<file path="src/rtl/core/psqc_pkg.sv">
// ----------------------------------------------------------------------------
// psqc_pkg
// Shared types and constants of the periodic signal quality checker.
// ----------------------------------------------------------------------------
package psqc_pkg;

  localparam int SAMPLE_BITS_DEF = 12;
  localparam int TIME_BITS_DEF   = 32;

  localparam int SPW_W      = 7;
  localparam int INTERVAL_W = 16;
  localparam int AMP_W      = 12;
  localparam int PCT_W      = 7;
  localparam int COUNT_W    = 16;
  localparam int POS_W      = 8;

  localparam int CFG_IDX_W  = 3;
  localparam int CFG_DATA_W = 16;

  localparam logic [COUNT_W-1:0] COUNT_MAX     = '1;
  localparam logic [PCT_W-1:0]   PERCENT_SCALE = 7'd100;

  localparam logic [SPW_W-1:0]      SPW_RST     = 7'd20;
  localparam logic [INTERVAL_W-1:0] MIN_INT_RST = 16'd900;
  localparam logic [INTERVAL_W-1:0] MAX_INT_RST = 16'd1100;
  localparam logic [AMP_W-1:0]      MIN_AMP_RST = 12'd100;
  localparam logic [AMP_W-1:0]      MAX_AMP_RST = 12'd250;
  localparam logic [PCT_W-1:0]      PCT_RST     = 7'd60;

  typedef enum logic [CFG_IDX_W-1:0] {
    REG_SAMPLES_PER_WINDOW = 3'd0,
    REG_MIN_INTERVAL       = 3'd1,
    REG_MAX_INTERVAL       = 3'd2,
    REG_MIN_AMPLITUDE      = 3'd3,
    REG_MAX_AMPLITUDE      = 3'd4,
    REG_PASS_PERCENT       = 3'd5
  } cfg_index_t;

  typedef struct packed {
    logic [SPW_W-1:0]      samples_per_window;
    logic [INTERVAL_W-1:0] min_interval_ms;
    logic [INTERVAL_W-1:0] max_interval_ms;
    logic [AMP_W-1:0]      min_amplitude;
    logic [AMP_W-1:0]      max_amplitude;
    logic [PCT_W-1:0]      pass_percent;
  } cfg_t;

endpackage

</file>
<file path="src/rtl/core/psqc_sample_if.sv">
// ----------------------------------------------------------------------------
// psqc_sample_if
// Sample channel: one converter sample with its millisecond timestamp.
// ----------------------------------------------------------------------------
interface psqc_sample_if #(
  parameter int SAMPLE_BITS = psqc_pkg::SAMPLE_BITS_DEF,
  parameter int TIME_BITS   = psqc_pkg::TIME_BITS_DEF
);
  logic                   valid;
  logic                   ready;
  logic [SAMPLE_BITS-1:0] sample;
  logic [TIME_BITS-1:0]   time_ms;

  modport source (output valid, output sample, output time_ms, input ready);
  modport sink   (input valid, input sample, input time_ms, output ready);
endinterface

</file>
<file path="src/rtl/core/psqc_result_if.sv">
// ----------------------------------------------------------------------------
// psqc_result_if
// Result channel: period figures, counters and the pass verdict.
// ----------------------------------------------------------------------------
interface psqc_result_if #(
  parameter int SAMPLE_BITS = psqc_pkg::SAMPLE_BITS_DEF,
  parameter int TIME_BITS   = psqc_pkg::TIME_BITS_DEF
);
  logic                          valid;
  logic                          ready;
  logic                          period_done;
  logic                          period_valid;
  logic [SAMPLE_BITS-1:0]        first_amplitude;
  logic [SAMPLE_BITS-1:0]        second_amplitude;
  logic [TIME_BITS-1:0]          max_peak_interval;
  logic [TIME_BITS-1:0]          min_peak_interval;
  logic [psqc_pkg::COUNT_W-1:0]  total_periods;
  logic [psqc_pkg::COUNT_W-1:0]  good_periods;
  logic                          pass_verdict;

  modport source (output valid, output period_done, output period_valid,
                  output first_amplitude, output second_amplitude,
                  output max_peak_interval, output min_peak_interval,
                  output total_periods, output good_periods, output pass_verdict,
                  input ready);
  modport sink   (input valid, input period_done, input period_valid,
                  input first_amplitude, input second_amplitude,
                  input max_peak_interval, input min_peak_interval,
                  input total_periods, input good_periods, input pass_verdict,
                  output ready);
endinterface

</file>
<file path="src/rtl/core/psqc_cfg_if.sv">
// ----------------------------------------------------------------------------
// psqc_cfg_if
// Configuration write channel: register index and write data.
// ----------------------------------------------------------------------------
interface psqc_cfg_if;
  logic                             valid;
  logic                             ready;
  logic [psqc_pkg::CFG_IDX_W-1:0]   index;
  logic [psqc_pkg::CFG_DATA_W-1:0]  data;

  modport source (output valid, output index, output data, input ready);
  modport sink   (input valid, input index, input data, output ready);
endinterface

</file>
<file path="src/rtl/core/psqc_cfg_regs.sv">
// ----------------------------------------------------------------------------
// psqc_cfg_regs
// Configuration register file, written one register per transfer.
// ----------------------------------------------------------------------------
module psqc_cfg_regs (
  input  logic           clk,
  input  logic           rst,
  psqc_cfg_if.sink       cfg,
  output psqc_pkg::cfg_t regs
);
  import psqc_pkg::*;

  assign cfg.ready = 1'b1;

  always_ff @(posedge clk) begin
    if (rst) begin
      regs.samples_per_window <= SPW_RST;
      regs.min_interval_ms    <= MIN_INT_RST;
      regs.max_interval_ms    <= MAX_INT_RST;
      regs.min_amplitude      <= MIN_AMP_RST;
      regs.max_amplitude      <= MAX_AMP_RST;
      regs.pass_percent       <= PCT_RST;
    end else if (cfg.valid) begin
      // Indexes beyond the register list are accepted and dropped.
      unique case (cfg.index)
        REG_SAMPLES_PER_WINDOW: regs.samples_per_window <= cfg.data[SPW_W-1:0];
        REG_MIN_INTERVAL:       regs.min_interval_ms    <= cfg.data[INTERVAL_W-1:0];
        REG_MAX_INTERVAL:       regs.max_interval_ms    <= cfg.data[INTERVAL_W-1:0];
        REG_MIN_AMPLITUDE:      regs.min_amplitude      <= cfg.data[AMP_W-1:0];
        REG_MAX_AMPLITUDE:      regs.max_amplitude      <= cfg.data[AMP_W-1:0];
        REG_PASS_PERCENT:       regs.pass_percent       <= cfg.data[PCT_W-1:0];
        default: ;
      endcase
    end
  end
endmodule

</file>
<file path="src/rtl/core/psqc_in_stage.sv">
// ----------------------------------------------------------------------------
// psqc_in_stage
// Input register: captures one sample and holds it until the tracker steps.
// ----------------------------------------------------------------------------
module psqc_in_stage #(
  parameter int SAMPLE_BITS = psqc_pkg::SAMPLE_BITS_DEF,
  parameter int TIME_BITS   = psqc_pkg::TIME_BITS_DEF
) (
  input  logic                   clk,
  input  logic                   rst,
  psqc_sample_if.sink            samples,
  input  logic                   step,
  output logic                   held_valid,
  output logic [SAMPLE_BITS-1:0] held_sample,
  output logic [TIME_BITS-1:0]   held_time
);
  logic load;

  // The register refills in the same cycle that its item moves on.
  assign samples.ready = !held_valid || step;
  assign load          = samples.valid && samples.ready;

  always_ff @(posedge clk) begin
    if (rst) begin
      held_valid <= 1'b0;
    end else if (load) begin
      held_valid <= 1'b1;
    end else if (step) begin
      held_valid <= 1'b0;
    end
  end

  always_ff @(posedge clk) begin
    if (load) begin
      held_sample <= samples.sample;
      held_time   <= samples.time_ms;
    end
  end
endmodule

</file>
<file path="src/rtl/core/psqc_tracker.sv">
// ----------------------------------------------------------------------------
// psqc_tracker
// Window peak tracking, period evaluation, counters and the result register.
// ----------------------------------------------------------------------------
module psqc_tracker #(
  parameter int SAMPLE_BITS = psqc_pkg::SAMPLE_BITS_DEF,
  parameter int TIME_BITS   = psqc_pkg::TIME_BITS_DEF
) (
  input  logic                   clk,
  input  logic                   rst,
  input  psqc_pkg::cfg_t         regs,
  input  logic                   step,
  input  logic [SAMPLE_BITS-1:0] sample,
  input  logic [TIME_BITS-1:0]   time_ms,
  input  logic                   res_take,
  output logic                   res_valid,
  psqc_result_if.source          results
);
  import psqc_pkg::*;

  localparam int CMP_W   = (SAMPLE_BITS > AMP_W) ? SAMPLE_BITS : AMP_W;
  localparam int PROD_W  = COUNT_W + PCT_W;

  typedef logic [SAMPLE_BITS-1:0] level_t;
  typedef logic [TIME_BITS-1:0]   stamp_t;

  // Window position and counters are control state; peaks are reloaded
  // whenever a period starts, so they need no reset.
  logic [POS_W-1:0]   pos, pos_next;
  logic [COUNT_W-1:0] total, total_next;
  logic [COUNT_W-1:0] good, good_next;

  level_t f_max, f_min, s_max, s_min;
  stamp_t f_max_t, f_min_t, s_max_t, s_min_t;
  level_t f_max_n, f_min_n, s_max_n, s_min_n;
  stamp_t f_max_t_n, f_min_t_n, s_max_t_n, s_min_t_n;

  logic [SPW_W-1:0]   spw;
  logic [POS_W-1:0]   two_spw;
  logic [POS_W-1:0]   pos_adv;
  logic               in_first, in_second, done, valid;
  level_t             amp0, amp1;
  stamp_t             imax, imin;
  logic [PROD_W-1:0]  good_prod, total_prod;
  logic               verdict;

  always_comb begin
    spw     = (regs.samples_per_window == '0) ? SPW_W'(1) : regs.samples_per_window;
    two_spw = {spw, 1'b0};

    if (pos == '0) begin
      f_max_n = '0;  f_max_t_n = '0;
      f_min_n = '1;  f_min_t_n = '0;
      s_max_n = '0;  s_max_t_n = '0;
      s_min_n = '1;  s_min_t_n = '0;
    end else begin
      f_max_n = f_max;  f_max_t_n = f_max_t;
      f_min_n = f_min;  f_min_t_n = f_min_t;
      s_max_n = s_max;  s_max_t_n = s_max_t;
      s_min_n = s_min;  s_min_t_n = s_min_t;
    end

    in_first  = pos < POS_W'(spw);
    in_second = !in_first && (pos < two_spw);

    // Strict compares keep the time at which a peak was first reached.
    if (in_first) begin
      if (sample > f_max_n) begin
        f_max_n = sample;  f_max_t_n = time_ms;
      end
      if (sample < f_min_n) begin
        f_min_n = sample;  f_min_t_n = time_ms;
      end
    end
    if (in_second) begin
      if (sample > s_max_n) begin
        s_max_n = sample;  s_max_t_n = time_ms;
      end
      if (sample < s_min_n) begin
        s_min_n = sample;  s_min_t_n = time_ms;
      end
    end

    // A window shrunk below the position closes a period without absorbing.
    pos_adv  = (in_first || in_second) ? pos + POS_W'(1) : pos;
    done     = pos_adv >= two_spw;
    pos_next = done ? '0 : pos_adv;

    amp0 = f_max_n - f_min_n;
    amp1 = s_max_n - s_min_n;
    imax = s_max_t_n - f_max_t_n;
    imin = s_min_t_n - f_min_t_n;

    valid = done &&
            (CMP_W'(amp0) >= CMP_W'(regs.min_amplitude)) &&
            (CMP_W'(amp0) <= CMP_W'(regs.max_amplitude)) &&
            (CMP_W'(amp1) >= CMP_W'(regs.min_amplitude)) &&
            (CMP_W'(amp1) <= CMP_W'(regs.max_amplitude)) &&
            (imax >= TIME_BITS'(regs.min_interval_ms)) &&
            (imax <= TIME_BITS'(regs.max_interval_ms)) &&
            (imin >= TIME_BITS'(regs.min_interval_ms)) &&
            (imin <= TIME_BITS'(regs.max_interval_ms));

    total_next = (done && total != COUNT_MAX) ? total + COUNT_W'(1) : total;
    good_next  = (valid && good != COUNT_MAX) ? good + COUNT_W'(1) : good;

    good_prod  = PROD_W'(good_next) * PROD_W'(PERCENT_SCALE);
    total_prod = PROD_W'(regs.pass_percent) * PROD_W'(total_next);
    verdict    = (total_next != '0) && (good_prod >= total_prod);
  end

  always_ff @(posedge clk) begin
    if (rst) begin
      pos   <= '0;
      total <= '0;
      good  <= '0;
    end else if (step) begin
      pos   <= pos_next;
      total <= total_next;
      good  <= good_next;
    end
  end

  always_ff @(posedge clk) begin
    if (step) begin
      f_max <= f_max_n;  f_max_t <= f_max_t_n;
      f_min <= f_min_n;  f_min_t <= f_min_t_n;
      s_max <= s_max_n;  s_max_t <= s_max_t_n;
      s_min <= s_min_n;  s_min_t <= s_min_t_n;
    end
  end

  always_ff @(posedge clk) begin
    if (rst) begin
      res_valid <= 1'b0;
    end else if (step) begin
      res_valid <= 1'b1;
    end else if (res_take) begin
      res_valid <= 1'b0;
    end
  end

  always_ff @(posedge clk) begin
    if (step) begin
      results.period_done       <= done;
      results.period_valid      <= valid;
      results.first_amplitude   <= done ? amp0 : '0;
      results.second_amplitude  <= done ? amp1 : '0;
      results.max_peak_interval <= done ? imax : '0;
      results.min_peak_interval <= done ? imin : '0;
      results.total_periods     <= total_next;
      results.good_periods      <= good_next;
      results.pass_verdict      <= verdict;
    end
  end

  assign results.valid = res_valid;
endmodule

</file>
<file path="src/rtl/core/periodic_signal_quality_checker_top.sv">
// ----------------------------------------------------------------------------
// periodic_signal_quality_checker_top
// Two-window peak checker for a periodic signal with period statistics.
//
//   Channel   Role     Carries
//   cfg       sink     register index, write data
//   samples   sink     sample, time_ms
//   results   source   period figures, counters, pass verdict
//
// One sample is taken every cycle while the result channel does not stall; a
// result passes through the input register and then the tracker's result
// register, whose update of peaks and counters, one per sample, sets the rate.
// Reset is synchronous and restores the register defaults and zero counters.
// A stalled result holds its register; one more sample waits in the input
// register, and only then does samples.ready fall.
// ----------------------------------------------------------------------------
module periodic_signal_quality_checker_top #(
  parameter int SAMPLE_BITS = psqc_pkg::SAMPLE_BITS_DEF,
  parameter int TIME_BITS   = psqc_pkg::TIME_BITS_DEF
) (
  input  logic          clk,
  input  logic          rst,
  psqc_cfg_if.sink      cfg,
  psqc_sample_if.sink   samples,
  psqc_result_if.source results
);
  import psqc_pkg::*;

  cfg_t                   regs;
  logic                   held_valid;
  logic [SAMPLE_BITS-1:0] held_sample;
  logic [TIME_BITS-1:0]   held_time;
  logic                   res_valid;
  logic                   step;

  assign step = held_valid && (!res_valid || results.ready);

  psqc_cfg_regs u_cfg_regs (
    .clk  (clk),
    .rst  (rst),
    .cfg  (cfg),
    .regs (regs)
  );

  psqc_in_stage #(
    .SAMPLE_BITS (SAMPLE_BITS),
    .TIME_BITS   (TIME_BITS)
  ) u_in_stage (
    .clk         (clk),
    .rst         (rst),
    .samples     (samples),
    .step        (step),
    .held_valid  (held_valid),
    .held_sample (held_sample),
    .held_time   (held_time)
  );

  psqc_tracker #(
    .SAMPLE_BITS (SAMPLE_BITS),
    .TIME_BITS   (TIME_BITS)
  ) u_tracker (
    .clk       (clk),
    .rst       (rst),
    .regs      (regs),
    .step      (step),
    .sample    (held_sample),
    .time_ms   (held_time),
    .res_take  (results.ready),
    .res_valid (res_valid),
    .results   (results)
  );
endmodule

</file>
<file path="src/flat_wrapper.sv">
// flat-port wrapper written by rule: the top's interface ports become plain ports
module periodic_signal_quality_checker_top_flat import psqc_pkg::*;
#(
  parameter int SAMPLE_BITS = psqc_pkg::SAMPLE_BITS_DEF,
  parameter int TIME_BITS   = psqc_pkg::TIME_BITS_DEF
)
  (clk, rst, cfg_valid, cfg_index, cfg_data, cfg_ready, samples_valid, samples_sample, samples_time_ms, samples_ready, results_valid, results_period_done, results_period_valid, results_first_amplitude, results_second_amplitude, results_max_peak_interval, results_min_peak_interval, results_total_periods, results_good_periods, results_pass_verdict, results_ready);
  psqc_cfg_if cfg_i ();
  psqc_sample_if #(.SAMPLE_BITS(SAMPLE_BITS), .TIME_BITS(TIME_BITS)) samples_i ();
  psqc_result_if #(.SAMPLE_BITS(SAMPLE_BITS), .TIME_BITS(TIME_BITS)) results_i ();
  input  logic clk;
  input  logic rst;
  input wire logic [$bits(cfg_i.valid)-1:0] cfg_valid;
  input wire logic [$bits(cfg_i.index)-1:0] cfg_index;
  input wire logic [$bits(cfg_i.data)-1:0] cfg_data;
  output wire logic [$bits(cfg_i.ready)-1:0] cfg_ready;
  input wire logic [$bits(samples_i.valid)-1:0] samples_valid;
  input wire logic [$bits(samples_i.sample)-1:0] samples_sample;
  input wire logic [$bits(samples_i.time_ms)-1:0] samples_time_ms;
  output wire logic [$bits(samples_i.ready)-1:0] samples_ready;
  output wire logic [$bits(results_i.valid)-1:0] results_valid;
  output wire logic [$bits(results_i.period_done)-1:0] results_period_done;
  output wire logic [$bits(results_i.period_valid)-1:0] results_period_valid;
  output wire logic [$bits(results_i.first_amplitude)-1:0] results_first_amplitude;
  output wire logic [$bits(results_i.second_amplitude)-1:0] results_second_amplitude;
  output wire logic [$bits(results_i.max_peak_interval)-1:0] results_max_peak_interval;
  output wire logic [$bits(results_i.min_peak_interval)-1:0] results_min_peak_interval;
  output wire logic [$bits(results_i.total_periods)-1:0] results_total_periods;
  output wire logic [$bits(results_i.good_periods)-1:0] results_good_periods;
  output wire logic [$bits(results_i.pass_verdict)-1:0] results_pass_verdict;
  input wire logic [$bits(results_i.ready)-1:0] results_ready;
  assign cfg_i.valid = cfg_valid;
  assign cfg_i.index = cfg_index;
  assign cfg_i.data = cfg_data;
  assign cfg_ready = cfg_i.ready;
  assign samples_i.valid = samples_valid;
  assign samples_i.sample = samples_sample;
  assign samples_i.time_ms = samples_time_ms;
  assign samples_ready = samples_i.ready;
  assign results_valid = results_i.valid;
  assign results_period_done = results_i.period_done;
  assign results_period_valid = results_i.period_valid;
  assign results_first_amplitude = results_i.first_amplitude;
  assign results_second_amplitude = results_i.second_amplitude;
  assign results_max_peak_interval = results_i.max_peak_interval;
  assign results_min_peak_interval = results_i.min_peak_interval;
  assign results_total_periods = results_i.total_periods;
  assign results_good_periods = results_i.good_periods;
  assign results_pass_verdict = results_i.pass_verdict;
  assign results_i.ready = results_ready;
  periodic_signal_quality_checker_top #(.SAMPLE_BITS(SAMPLE_BITS), .TIME_BITS(TIME_BITS)) u_core (.clk(clk), .rst(rst), .cfg(cfg_i), .samples(samples_i), .results(results_i));
endmodule
</file>
<file path="config.mk">
export PLATFORM = sky130hd
export DESIGN_NAME = periodic_signal_quality_checker_top_flat
export DESIGN_NICKNAME = d
export VERILOG_FILES = /design/src/rtl/core/psqc_pkg.sv /design/src/rtl/core/psqc_sample_if.sv /design/src/rtl/core/psqc_result_if.sv /design/src/rtl/core/psqc_cfg_if.sv /design/src/rtl/core/psqc_cfg_regs.sv /design/src/rtl/core/psqc_in_stage.sv /design/src/rtl/core/psqc_tracker.sv /design/src/rtl/core/periodic_signal_quality_checker_top.sv /design/src/flat_wrapper.sv
export SDC_FILE = /design/constraint.sdc
export NUM_CORES = 2
export LEC_CHECK = 0
export ABC_AREA = 1
export BUFFER_PORTS_ARGS = -buffer_cell sky130_fd_sc_hd__buf_2
export CAP_MARGIN = 5
export CORE_AREA = 2 2 291 293
export CTS_CLUSTER_SIZE = 12
export DETAILED_ROUTE_END_ITERATION = 12
export DIE_AREA = 0 0 293 295
export GPL_TIMING_DRIVEN = 0
export PLACE_DENSITY = 0.54
export SYNTH_ARGS = -nofsm -noshare
export SYNTH_HDL_FRONTEND = slang
export SYNTH_SLANG_ARGS = --single-unit
</file>
<file path="constraint.sdc">
create_clock -name clk -period 13 [get_ports clk]
set_input_delay 2.6 -clock clk [delete_from_list [all_inputs] [get_ports clk]]
set_output_delay 2.6 -clock clk [all_outputs]
set_load 0.1 [all_outputs]
</file>
# Word-level counts from Yosys, hierarchy flattened
# Index checks and enable logic that the tools add are counted.
# W data, S select, Z words.
# word_totals
out_inout_bits,126
reg_bits,455
# classes
multipliers,2
n_addsub,7
n_reduce_logical,32
muxes,33
magnitude_cmp,16
eq_ne,7
# op_table
op,count
$mux W32,12
$mux W12,12
$ge A32 B16 Y1,2
$le A32 B16 Y1,2
$sub A32 B32 Y32,2
$add A16 B1 Y16 const B,2
$mux W16,2
$ne A16 B16 Y1 const B,2
$ge A12 B12 Y1,2
$gt A12 B12 Y1,2
$le A12 B12 Y1,2
$lt A12 B12 Y1,2
$sub A12 B12 Y12,2
$ge A23 B23 Y1,1
$mul A7 B16 Y23,1
$mul A16 B5 Y21 const B,1
$mux W8,2
$reduce_bool A16 Y1,1
$logic_and A1 B1 Y1,14
$reduce_and A2 Y1,6
$add A8 B1 Y8 const B,1
$ge A8 B8 Y1,1
$logic_not A8 Y1,1
$lt A8 B7 Y1,1
11 further kinds,21

# Longest topological paths before layout
# logic_depth
depth_word,21
mapped_depth,83

# Cells and area by module
# A second synthesis with hierarchy kept.
# unflattened
cells_unflattened,4213
area_unflattened_um2,33976.3
# by_module_without_submodules
module,seq_area_each_um2,n_inst,area_per_inst_um2,cells_per_inst
psqc_tracker,9799.4,1,29801.1,3768
psqc_cfg_regs,1401.3,1,2790.2,392
psqc_in_stage,1341.3,1,1368.8,50
periodic_signal_quality_checker_top,0.0,1,16.3,3

# Least setup slack after synthesis
# No wires, ideal clock.
# synth_timing
path_type,input to register
from,input port results_ready
to,register u_core.u_tracker.good[15]
required_ns,12.520
cell_stages,7
path_slack_ns,0.855
setup_ns,0.480
path_buffers,2
arrival_time_ns,11.665
cell_sequence,inv_1 > nand2_1 > nand2_1 > inv_1 > clkbuf_1 > clkbuf_1 > a21oi_1
# synth_via
elab_chain_cells,2
# synth_rtl
item,line_no,text
start: declaration,flat_wrapper.sv:31,input wire logic [$bits(results_i.ready)-1:0] results_ready;
$logic_or A1 B1 Y1,periodic_signal_quality_checker_top.sv:36,assign step = held_valid && (!res_valid || results.ready);
$logic_and A1 B1 Y1,periodic_signal_quality_checker_top.sv:36,
named net u_core.step,periodic_signal_quality_checker_top.sv:34,logic step;
end signal: assignment,psqc_tracker.sv:120,good <= good_next;
end: declaration,psqc_tracker.sv:31,"logic [COUNT_W-1:0] good, good_next;"
# The timed path passes the listed nets, and every way through them passes these cells.
# A chain may end at the register's enable or synchronous reset.

# Worst setup path in the final report
# layout_timing
from,register u_core.u_tracker.pos[0]
to,"register u_core.u_tracker.results.pass_verdict, data pin"
# layout_via
elab_chain_cells,20
elab_cells_between_ends,66
# layout_rtl
item,line_no,text
start: declaration,psqc_tracker.sv:29,"logic [POS_W-1:0] pos, pos_next;"
start signal: assignment,psqc_tracker.sv:118,pos <= pos_next;
$logic_not A8 Y1,psqc_tracker.sv:51,if (pos == '0) begin
$mux W12,psqc_tracker.sv:51,
$lt A12 B12 Y1,psqc_tracker.sv:71,if (sample < f_min_n) begin
$mux W12,psqc_tracker.sv:71,
$mux W12 *,psqc_tracker.sv:67,if (in_first) begin
named net u_core.u_tracker.f_min_n[0],psqc_tracker.sv:35,"level_t f_max_n, f_min_n, s_max_n, s_min_n;"
$sub A12 B12 Y12 *,psqc_tracker.sv:89,amp0 = f_max_n - f_min_n;
named net u_core.u_tracker.amp0[10],psqc_tracker.sv:42,"level_t amp0, amp1;"
[... 8 more ...],n/a,
$logic_and A1 B1 Y1 *,psqc_tracker.sv:101,(imin >= TIME_BITS'(regs.min_interval_ms)) &&
$logic_and A1 B1 Y1 *,psqc_tracker.sv:105,good_next = (valid && good != COUNT_MAX) ? good + COUNT_W'(1) : good;
$mux W16 *,psqc_tracker.sv:105,
named net u_core.u_tracker.good_next[1],psqc_tracker.sv:31,
$mul A16 B5 Y21 *,psqc_tracker.sv:107,good_prod = PROD_W'(good_next) * PROD_W'(PERCENT_SCALE);
$ge A23 B23 Y1 *,psqc_tracker.sv:109,verdict = (total_next != '0) && (good_prod >= total_prod);
$logic_and A1 B1 Y1 *,psqc_tracker.sv:109,
named net u_core.u_tracker.verdict,psqc_tracker.sv:45,logic verdict;
end signal: assignment,psqc_tracker.sv:153,results.pass_verdict <= verdict;
end: declaration,psqc_result_if.sv:24,"output total_periods, output good_periods, output pass_verdict,"
# Mark *: on every way through the listed nets, which the timed path passes. The rest lies on a longest branch.

==> results_dict.tcl <==
set metrics [dict create \
    critPathSlowestCell "or4_1" \
    grt_antenna_before_repair 6 \
    synth_seq_area_share_pct 38.0 \
    required_ns 13.36 \
    skew_ns 0.0233 \
    coreArea_mm2 0.0832 \
    route.met2.wl_um 49300 \
    drc_errors 0 \
    synth.most_common_cell "nand2_1" \
    path_delay_family "simple AND/OR/NAND/NOR gates" \
    synth_top_area_share_pct 31.2 \
    hold_ws_ns 0.470 \
    status "complete, no violations" \
    detail_route.wl_per_cell_um 18.8 \
    synth_xor_area_share_pct 3.02 \
    worst_ir_drop_vdd_v 0.000109 \
    p_int_mw 3.12 \
    worstSetupEndpointType "flip-flop" \
    synth_area_per_cell_um2 8.28 \
    clock_latency_ns 0.63 \
    relSlewSlack_pct 22.3 \
    hpwl_um 81700 \
    p_sw_mw 1.76 \
    critPathKind "flip-flop to flip-flop" \
    synth-seq-cells 455 \
    antenna_left 0 \
    clock-sinks 455 \
    grt_start_max_net_pins 67 \
    async_reset_ff_share_pct 0 \
    grt_pass1_wl_um 155000 \
    fill_cells 8290 \
    finish.net_count 4793 \
    via_per_inst 5.11 \
    total_power_mw 4.88 \
    worst_slew_pin_slew_ns 1.16 \
    fp.dieH_um 295 \
    synth_compound_area_share_pct 12.2 \
    hold_viol_final 0 \
    yosys.area_share.adder_pct 19.5 \
    synth_top_family_by_area "adder cells" \
    highest_layer "met5" \
    yosysUniqueCellTypes 62 \
    hp-class "flip-flop to flip-flop" \
    cts-root-buf "clkbuf_16" \
    start_util_pct 39.7 \
    cellPowerDensity_mw_per_mm2 129 \
    drt_iter0_drc 1688 \
    p_clk_share_pct 33.4 \
    setup_violations 0 \
    crit_arrival_ns 12.51 \
    maxCapViolCount 0 \
    fmax_ghz 0.0823 \
    route.met3.wl_um 4860 \
    seq_area_mm2 0.0125 \
    synthMuxAreaShare_pct 0 \
    yosys.area.top_type "edfxtp_1" \
    startpoint_type "flip-flop" \
    yosys_warnings 0 \
    cp_slowest_stage_delay_ns 0.58 \
    ios 194 \
    yosys.area_share.simple_pct 18.3 \
    port_buffers 192 \
    cts_buffer_depth 3 \
    synthCells 3987 \
    syn_to_final_growth_pct 14.8 \
    drt-total-wl_um 102000 \
    rrSetupSlack_ns 0.84 \
    cts_max_level 2 \
    p_sw_share_pct 36.1 \
    grt_usage_pct 23.4 \
    grt_pass1_vias 26800 \
    overflow 0 \
    drv_slew 0 \
    rows 106 \
    dieWidth_um 293 \
    drt_pre_antenna_iters 5 \
    multi_input_area_mm2 0.0177 \
    critical_path.most_common_cell "nand2_1" \
    p_comb_share_pct 32.1 \
    finalCriticalPeriod_ns 12.16 \
    clk_pin_slew_ns 0.06 \
    synthTopCellsByCount "nand2_1, inv_1, ha_1, nor2_1, edfxtp_1" \
    drive_gt1_share_pct 10.5 \
    gp_congestion 0.934 \
    n_antenna_cell 0 \
    num_vias 27500 \
    cp_max_fo 10 \
    cts_made_buffers 55 \
    pwr-share-seq_pct 34.5 \
    cts_tree "yes" \
    synth_edf_count 343 \
    dieArea_mm2 0.0864 \
    met1_length_um 44200 \
    path_buf_inv 12 \
    period_share_pct 93.5 \
    syn_area_mm2 0.0330 \
    synth_ff_type "edfxtp_1" \
    syn_nets 4518 \
    yosys-top-cells-area "edfxtp_1, ha_1, nand2_1" \
    p_leak_nw 18.3 \
]
## worst register-to-register path, delay by kind of cell (launching register included)
family	cells	cell delay, ns
flops	1	0.33
buf+inv	12	1.41
xor+xnor	2	0.38
compound gates	18	2.69
fa+ha+maj	10	3.07
simple gates	34	4.03
## path summary, 6_finish.rpt
kind                            cells past startpoint                                    end                        from
worst max register to register                     76  u_core.u_tracker.results.pass_verdict     u_core.u_tracker.pos[0]
worst min-delay path                                2             u_core.u_cfg_regs.regs[63]  u_core.u_cfg_regs.regs[63]
worst min register to register                      2             u_core.u_cfg_regs.regs[63]  u_core.u_cfg_regs.regs[63]
worst max-delay path                               76  u_core.u_tracker.results.pass_verdict     u_core.u_tracker.pos[0]
## layout make-up
type                       count  share of cell area, %
tap                         1080                   3.56
timing repair buffer         220                   3.44
multi-input combinational   2741                   46.7
sequential                   455                   33.1
clock inverter                31                  0.944
inverter                     695                   6.91
clock buffer                  71                   4.04
buffer                        94                   1.28
## what timing repair did
action                     in CTS  in global routing
setup endpoints to repair       1                  1
pin swaps                      10                 23
cloned                          0                  0
setup buffers                   8                 14
hold buffers                    0                  0
resized for setup              53                 94
## power groups by stage
stage	sequential [mW]	clock, mW	combinational, mW
2_1_floorplan	1.86	0	0.978
3_3_place_gp	1.74	0	1.50
3_5_place_dp	1.71	0	1.53
4_1_cts	1.68	1.67	1.55
5_1_grt	1.69	1.72	1.77
6_report	1.68	1.63	1.57
## per-layer routing
layer  up-vias  global-route usage (%)
li1      13800                       -
met1     13000                    30.1
met2       577                    40.9
met3       141                    2.99
met4         8                    7.05
met5         -                       0
## layout by cell type (no fill, tap or decap), types with 22 or more instances in the layout
cell and count:
nand3_1 169, buf_2 195, nor3_1 40, nand4_1 49
xnor2_1 24, nor2_1 370, fa_1 84, buf_4 25
a21oi_1 285, edfxtp_1 343, dfxtp_1 110, clkbuf_16 59
inv_1 674, ha_1 375, o21ai_0 249, clkbuf_1 65
xor2_1 82, a31oi_1 53, o21ai_1 35, a21o_1 22
nand2_1 719
## cell families (layout without fill, tap and decap cells)
family / Yosys count / in the layout
flip-flops: 455 / 455
other: 1 / 1
XOR/XNOR: 113 / 113
buffers and inverters: 791 / 1111
AO/OA/AOI/OAI: 733 / 733
adder cells (fa/ha/maj): 463 / 463
AND/OR/NAND/NOR: 1431 / 1431
## sequential cells by signal, indices dropped and copies added (netlist names), 8 cells and up
| name | cells |
|---|---|
| u_core.u_cfg_regs.regs | 70 |
| u_core.u_in_stage.held_time | 32 |
| u_core.u_tracker.f_max_t | 32 |
| u_core.u_tracker.f_min_t | 32 |
| u_core.u_tracker.results.max_peak_interval | 32 |
| u_core.u_tracker.results.min_peak_interval | 32 |
| u_core.u_tracker.s_max_t | 32 |
| u_core.u_tracker.s_min_t | 32 |
| u_core.u_tracker.good | 16 |
| u_core.u_tracker.results.good_periods | 16 |
| u_core.u_tracker.results.total_periods | 16 |
| u_core.u_tracker.total | 16 |
| u_core.u_in_stage.held_sample | 12 |
| u_core.u_tracker.f_max | 12 |
| u_core.u_tracker.f_min | 12 |
| u_core.u_tracker.results.first_amplitude | 12 |
| u_core.u_tracker.results.second_amplitude | 12 |
| u_core.u_tracker.s_max | 12 |
| u_core.u_tracker.s_min | 12 |
| u_core.u_tracker.pos | 8 |
## per-stage QoR
| step | cells | utilization, % | area (um2) | setup WS (ns) | TNS (ns) |
|---|---|---|---|---|---|
| final | 5387 | 45.6 | 37900 | 0.843 | 0 |
| after global routing | 5387 | 45.6 | 37900 | -0.0756 | -0.0756 |
| after CTS | 5373 | 45.2 | 37600 | 0.0814 | 0 |
| after detailed placement | 5265 | 42.7 | 35500 | -2.50 | -2.50 |
| after global placement | 5259 | 42.5 | 35300 | -4.25 | -1270.88 |
| after floorplan | 3987 | - | 33000 | 0.855 | 0 |
(Power assumes the default switching activity.)
